===== config.mk =====
export PLATFORM = sky130hd
export DESIGN_NAME = rid_scale
export DESIGN_NICKNAME = d
export VERILOG_FILES = /design/src/hw/rtl/rid_pkg.sv /design/src/hw/rtl/rid_scale.sv
export SDC_FILE = /design/constraint.sdc
export NUM_CORES = 1
export LEC_CHECK = 0
export ABC_AREA = 1
export BUFFER_PORTS_ARGS = -buffer_cell sky130_fd_sc_hd__buf_2
export CORE_ASPECT_RATIO = 0.7
export CORE_UTILIZATION = 49
export CTS_CLUSTER_DIAMETER = 60
export DETAILED_ROUTE_END_ITERATION = 12
export HOLD_SLACK_MARGIN = 0.02
export PLACE_DENSITY_LB_ADDON = 0.25
export SYNTH_ARGS = -nofsm -noshare
export SYNTH_HDL_FRONTEND = slang
export SYNTH_SLANG_ARGS = --single-unit

===== constraint.sdc =====
create_clock -name clk -period 3.6 [get_ports clk]
set_input_delay 0.54 -clock clk [delete_from_list [all_inputs] [get_ports clk]]
set_output_delay 0.54 -clock clk [all_outputs]
set_load 0.03 [all_outputs]

===== src/hw/rtl/rid_pkg.sv =====
package rid_pkg;

    // Defaults for the top-level parameters.
    localparam int SAMPLES_DEF      = 64;
    localparam int TWIDDLE_BITS_DEF = 16;

    // Fixed field and datapath widths.
    localparam int SAMPLE_W = 8;
    localparam int ACC_W    = 32;
    localparam int PART_W   = 18;
    localparam int BIN_W    = 6;

    // Output saturation limits, as magnitudes.
    localparam int PART_POS_LIM = 131071;
    localparam int PART_NEG_LIM = 131072;

    localparam logic signed [PART_W-1:0] PART_MAX_VAL = 18'sd131071;
    localparam logic signed [PART_W-1:0] PART_MIN_VAL = -18'sd131072;

    // Register stages of the output scaler.
    localparam int SCALE_STAGES = 4;

    // Q30 constants for building the twiddle tables.
    localparam longint Q30_ONE     = 64'sd1073741824;
    localparam longint HALF_PI_Q30 = 64'sd1686629713;

    // Taylor series term divisors (n+1)*(n+2) for sine and cosine.
    localparam longint SIN_DIV [14] = '{
        64'sd6,   64'sd20,  64'sd42,  64'sd72,  64'sd110, 64'sd156, 64'sd210,
        64'sd272, 64'sd342, 64'sd420, 64'sd506, 64'sd600, 64'sd702, 64'sd812
    };
    localparam longint COS_DIV [14] = '{
        64'sd2,   64'sd12,  64'sd30,  64'sd56,  64'sd90,  64'sd132, 64'sd182,
        64'sd240, 64'sd306, 64'sd380, 64'sd462, 64'sd552, 64'sd650, 64'sd756
    };

    // One sample moving down the row of bin cells.
    typedef struct packed {
        logic                valid;
        logic                last;
        logic [SAMPLE_W-1:0] sample;
    } rid_tok_t;

    // Control that travels alongside the scaler pipeline.
    typedef struct packed {
        logic             valid;
        logic             last;
        logic [BIN_W-1:0] bin;
    } rid_meta_t;

    // Integer Taylor series in Q30 for an angle in the first quadrant.
    function automatic longint taylor_q30(input longint phi, input longint first,
                                          input logic is_cos);
        longint x2;
        longint term;
        longint sum;
        x2   = (phi * phi) >>> 30;
        term = first;
        sum  = first;
        for (int i = 0; i < 14; i++) begin
            term = (term * x2) >>> 30;
            if (is_cos) begin
                term = term / COS_DIV[i];
            end
            else begin
                term = term / SIN_DIV[i];
            end
            if (i[0]) begin
                sum = sum + term;
            end
            else begin
                sum = sum - term;
            end
        end
        return sum;
    endfunction

    // Converts a Q30 value to a twiddle with tb bits, rounding half away
    // from zero and saturating the magnitude at the largest positive value.
    function automatic longint to_twiddle(input longint v, input int tb);
        longint mag;
        longint maxv;
        int     sh;
        sh   = 31 - tb;
        maxv = (longint'(1) << (tb - 1)) - 1;
        mag  = (v < 0) ? -v : v;
        mag  = (mag + (longint'(1) << (sh - 1))) >>> sh;
        if (mag > maxv) begin
            mag = maxv;
        end
        return (v < 0) ? -mag : mag;
    endfunction

endpackage


===== src/hw/rtl/rid_scale.sv =====
module rid_scale
    import rid_pkg::*;
#(
    parameter int SAMPLES      = SAMPLES_DEF,
    parameter int TWIDDLE_BITS = TWIDDLE_BITS_DEF
)
(
    input  logic                     clk,
    input  logic                     en,
    input  logic signed [ACC_W-1:0]  acc,
    input  logic                     dbl,
    output logic signed [PART_W-1:0] part
);

    localparam int     NUM_W    = ACC_W + 10;
    localparam longint HALF_DIV = longint'(SAMPLES) << (TWIDDLE_BITS - 2);
    localparam longint CLAMP    = longint'(SAMPLES) * (PART_NEG_LIM + 1);
    localparam int     QW       = $clog2(CLAMP + 1);
    localparam int     LS       = $clog2(SAMPLES);
    localparam int     RW       = QW + 2;
    localparam longint RECIP    = ((longint'(1) << (QW + LS)) + SAMPLES - 1) / SAMPLES;
    localparam int     QFW      = RW - LS;

    logic                     neg1_reg;
    logic                     dbl1_reg;
    logic [ACC_W-1:0]         mag1_reg;
    logic [NUM_W-1:0]         num;
    logic [NUM_W-1:0]         rnd;
    logic [NUM_W-1:0]         q1;
    logic [QW-1:0]            q1c_next;
    logic [QW-1:0]            q1c_reg;
    logic                     neg2_reg;
    logic [QW+RW-1:0]         prod_reg;
    logic                     neg3_reg;
    logic [QFW-1:0]           quo;
    logic signed [PART_W-1:0] part_next;
    logic signed [PART_W-1:0] part_reg;

    // Stage 2: scale by 256 or 512, round, divide by the power of two in
    // the divisor and clamp anything that will saturate anyway.
    always_comb
    begin
        if (dbl1_reg) begin
            num = NUM_W'({mag1_reg, 9'b0});
        end
        else begin
            num = NUM_W'({mag1_reg, 8'b0});
        end
        rnd = num + NUM_W'(HALF_DIV);
        q1  = rnd >> (TWIDDLE_BITS - 1);
        if (q1 >= NUM_W'(CLAMP)) begin
            q1c_next = QW'(CLAMP);
        end
        else begin
            q1c_next = q1[QW-1:0];
        end
    end

    // Stage 4: the reciprocal product gives the exact quotient by SAMPLES.
    assign quo = prod_reg[QW+RW-1:QW+LS];

    always_comb
    begin
        if (neg3_reg) begin
            if (quo > QFW'(PART_NEG_LIM)) begin
                part_next = PART_MIN_VAL;
            end
            else begin
                part_next = PART_W'(0) - quo[PART_W-1:0];
            end
        end
        else begin
            if (quo > QFW'(PART_POS_LIM)) begin
                part_next = PART_MAX_VAL;
            end
            else begin
                part_next = quo[PART_W-1:0];
            end
        end
    end

    always_ff @(posedge clk)
    begin
        if (en) begin
            neg1_reg <= acc[ACC_W-1];
            dbl1_reg <= dbl;
            mag1_reg <= acc[ACC_W-1] ? (ACC_W'(0) - acc) : acc;
            q1c_reg  <= q1c_next;
            neg2_reg <= neg1_reg;
            prod_reg <= q1c_reg * RW'(RECIP);
            neg3_reg <= neg2_reg;
            part_reg <= part_next;
        end
    end

    assign part = part_reg;

endmodule


* After elaboration in Yosys (flattened, before gate mapping) *
Index checks and enable logic that the tools add are counted.

storage, ports and cells
  output and inout bits = 18
  bits in registers = 102
  bits of input ports = 35
  word-level logic and storage cells = 20

cells by class
  $add $sub $neg = 3
  magnitude comparators = 3
  muxes and demuxes = 5

operators with widths
  kind                                                                                    number
  18-bit 2-to-1 mux                                                                       3
  42-bit by 21-bit adder with 42-bit output (second input constant)                       1
  41-bit 2-to-1 mux                                                                       1
  1-bit by 32-bit subtractor with 32-bit output (first input constant)                    1
  31-bit 2-to-1 mux                                                                       1
  27-bit by 24-bit greater-or-equal comparator with 1-bit output (second input constant)  1
  18-bit by 17-bit greater-than comparator with 1-bit output (second input constant)      1
  18-bit greater-than comparator (second input constant)                                  1
  1-bit by 18-bit subtractor with 18-bit output (first input constant)                    1

* Depth between registers and ports, before layout *
  word-level depth = 3
  gate-level depth with buffers = 18
  mapped depth without buffers = 17

* Worst setup path after synthesis *
Ideal clock, no wire load.

  kind = register -> register
  start = register dbl1_reg
  end = register q1c_reg[17], data pin
  arrival time = 2.091 ns
  required time = 3.348 ns
  clock period less this slack = 2.343 ns
  path slack = 1.257 ns
  stages on the path, launching flop included = 17
  path buffers = 2
  library setup time = 0.252 ns
  path through = edfxtp_1 -> buf_4 -> nand2_1 -> nand2_1 -> ha_1 -> or2_2 -> nand2_1 -> nand3_1 -> nor2_1 -> nand2_1 -> nor2_1 -> nand3_1 -> nand2_1 -> inv_2 -> nand2_4 -> buf_6 -> nor2_2

between the ends
  cells in the longest elaborated chain, start to end = 3

ends and longest elaborated chain
  item                                                            line             source
  from (decl)                                                     rid_scale.sv:25  logic dbl1_reg;
  from (signal assigned)                                          rid_scale.sv:86  dbl1_reg <= dbl;
  41-bit 2-to-1 mux (*)                                           rid_scale.sv:43  if (dbl1_reg) begin
  42-bit by 21-bit adder with 42-bit output (*)                   rid_scale.sv:49  rnd = num + NUM_W'(HALF_DIV);
  27-bit by 24-bit greater-or-equal comparator with 1-bit output  rid_scale.sv:51  if (q1 >= NUM_W'(CLAMP)) begin
  to (signal assigned)                                            rid_scale.sv:88  q1c_reg <= q1c_next;
  to (decl)                                                       rid_scale.sv:31  logic [QW-1:0] q1c_reg;

Mark *: on every way between the ends. The rest lies on a longest branch, timed or not.
A chain may end at the register's enable or synchronous reset.

* Worst setup path in the final report *
  start = register dbl1_reg
  end = register q1c_reg[12], data pin

Same word-level chain as after synthesis.

==> impl_metrics.env <==
export IMPL_outcome="finished, final reports clean"
export IMPL_grt_pass1_vias=3645
export IMPL_synth_simple_area_share_pct=28.44
export IMPL_finalClockSkew_ns=0.009019
export IMPL_fmax_mhz=351.1
export IMPL_antenna_found_initial=0
export IMPL_vias=3933
export IMPL_path_clk_slew_ns=0.07
export IMPL_fin_nets=659
export IMPL_track_usage_pct=21.95
export IMPL_critPathRequiredTime_ns=3.69
export IMPL_cts_tree="done"
export IMPL_largest_register_ffs=26
export IMPL_start_util_pct=50.72
export IMPL_netlist_area_mm2=0.004931
export IMPL_synthDistinctLibCells=32
export IMPL_critPathLaunchType="flip-flop"
export IMPL_synth_top_family_by_area="simple AND/OR/NAND/NOR gates"
export IMPL_max_vdd_ir_drop_mv=0.2407
export IMPL_cts_resized_gates=0
export IMPL_slowest_delay_ns=0.46
export IMPL_gp_congestion=0.8913
export IMPL_post_cts_buffers=0
export IMPL_coreArea_mm2=0.009722
export IMPL_grt_ovfl_total=0
export IMPL_grt_max_degree=85
export IMPL_routed_wl_um=10520
export IMPL_cp_common_cell="nand2_1"
export IMPL_slew_violations=0
export IMPL_synthCells=570
export IMPL_drive_gt1_share_pct=17.86
export IMPL_fillers=849
export IMPL_crit_family="simple AND/OR/NAND/NOR gates"
export IMPL_p_leak_nw=2.369
export IMPL_ys_seq_area_share_pct=51.15
export IMPL_synth_compound_area_share_pct=6.521
export IMPL_synthArstFlopShare_pct=0
export IMPL_yosys_area_top_type_share_pct=51.15
export IMPL_dieWidth_um=121.9
export IMPL_cts_max_level=3
export IMPL_path_cells="inv_2, nand2_1, nand2_1, ha_1, nand3_1, nor2_1, nand3_1, nand2_1, nand2_1, inv_2, nand2_1, nor2_1, nand3_1, nand2_1, inv_2, nand2_4, nor2_1"
export IMPL_fin_crit_sh_pct=79.12
export IMPL_hold_start="dbl"
export IMPL_slowest_stage="edfxtp_1"
export IMPL_synth_most_common_cell="nand2_1"
export IMPL_clock_latency_ns=0.34
export IMPL_syn_nets=607
export IMPL_setup_violations=0
export IMPL_endpoint_kind="flip-flop"
export IMPL_startpoint="dbl1_reg"
export IMPL_vias_per_cell=5.209
export IMPL_multi_input_area_mm2=0.002073
export IMPL_synth_top_area_cell="edfxtp_1"
export IMPL_hold_class="input pin to flip-flop"
export IMPL_path_buf_inv=3
export IMPL_period_needed_ns=2.848
export IMPL_whs_ns=0.3900
export IMPL_synth_xor_area_share_pct=6.572
export IMPL_synth_common_cells="133 x nand2_1, 84 x edfxtp_1, 67 x nor2_1"
export IMPL_synth_flop_cell="edfxtp_1"
export IMPL_cts_hold_buffers_added=0
export IMPL_hold_viol_final=0
export IMPL_area_growth_pct=13.75
export IMPL_slew_headroom_pct=30.31
export IMPL_dr_pass1_iters=5
export IMPL_cap_violations=0
export IMPL_path_class="flip-flop to flip-flop"
export IMPL_reg2reg_from="dbl1_reg"
export IMPL_drc_errors=0
export IMPL_worst_slack_ns=0.7519
export IMPL_yosys_register_bits=84
export IMPL_p_per_area_mw_per_mm2=472.2
export IMPL_std_cell_rows=30
export IMPL_synth_edf_count=84
export IMPL_rsz0062_at_grt="false"
export IMPL_worst_pin_slew_ns=1.045
export IMPL_numCtsBuffers=9
export IMPL_port_buffers=52
export IMPL_finalPower_w=0.002649
export IMPL_root_buffer="clkbuf_16"
export IMPL_n_antenna_cell=0
export IMPL_synthMuxAreaShare_pct=0
export IMPL_clock_sinks=84
export IMPL_yosys_warnings=0
export IMPL_io_pins=53
export IMPL_dieArea_mm2=0.01047
export IMPL_fp_dieH_um=85.93
export IMPL_wl_per_cell_um=13.93
export IMPL_avgSynthCellArea_um2=8.651
export IMPL_synth_fa_ha_area_share_pct=0.5075
export IMPL_tns_ns=0
export IMPL_ff_latch_area_mm2=0.002522
export IMPL_worstPathArrival_ns=2.94
export IMPL_cp_max_fo=17
export IMPL_cts_buffer_depth=2
export IMPL_dp_slack_ns=0.7886
export IMPL_hpwl_um=8007
export IMPL_ant_nets=0
export IMPL_grt_pass1_wl_um=17460
export IMPL_yosys_top_cells_area="edfxtp_1 51%, nand2_1 10%, nor2_1 5.1%"
export IMPL_dr_first_iter_drc_count=240
export IMPL_dp_cells=739
export IMPL_stdcell_count=755
-- layout by cell type (no fill, tap or decap), types with 4 or more instances in the layout --
cell type / netlist / routed
nand4_1: 20 / 20
buf_2: 1 / 51
nor2_2: 11 / 11
nand2_1: 133 / 133
clkbuf_16: 0 / 9
inv_1: 60 / 60
o21ai_1: 9 / 9
nand3_1: 29 / 29
o21ai_0: 46 / 46
nand2_2: 15 / 15
edfxtp_1: 84 / 84
xnor2_1: 12 / 12
nor2_1: 67 / 67
inv_2: 8 / 8
nor2_4: 4 / 4
nand3b_1: 4 / 4
xor2_1: 25 / 25
nor3_1: 12 / 12
-- final timing paths --
path	slack, ns	depth (start not counted)	endpoint
max	0.75	17	q1c_reg[12]
min	0.39	1	dbl1_reg
max reg2reg	0.75	17	q1c_reg[12]
min reg2reg	0.42	0	prod_reg[41]
-- power by group --
part | switching, W | internal (W) | total (W)
Clock | 0.000388 | 0.000615 | 0.00100
Sequential | 0.0000414 | 0.00117 | 0.00121
Combinational | 0.000302 | 0.000130 | 0.000432
-- metal layers --
layer,track usage [%],part of all wire [%]
met5,0,0
met4,7.969,1.5
met3,4.654,4.7
met2,33.80,44
met1,30.48,50
-- final cells by class --
type	instances	share of cell area, %
clock buffers	10	4.082
multi-input cells	405	36.96
repair buffers	53	4.818
inverters	69	4.617
clock inverters	6	1.695
flip-flops and latches	84	44.97
well taps	128	2.855
-- per-stage QoR --
step                util (%)  area (um2)
floorplan                  -        4931
global placement       54.36        5285
detailed placement     54.36        5285
CTS                    57.70        5609
global route           57.70        5609
finish                 57.70        5609
-- worst register-to-register path: stages, from the launching register on --
cell and delay (ns):
edfxtp_1 0.46, inv_2 0.26, nand2_1 0.08, nand2_1 0.13, ha_1 0.26, nand3_1 0.16, nor2_1 0.25, nand3_1 0.10
nand2_1 0.07, nand2_1 0.07, inv_2 0.07, nand2_1 0.07, nor2_1 0.15, nand3_1 0.08, nand2_1 0.07, inv_2 0.05
nand2_4 0.19, nor2_1 0.07
-- kinds of logic after synthesis --
logic type | Yosys count
xor+xnor | 37
flops | 84
compound gates | 62
simple gates | 304
fa+ha+maj | 2
buf+inv | 81
No activity file was read; power rests on OpenSTA's default activity.
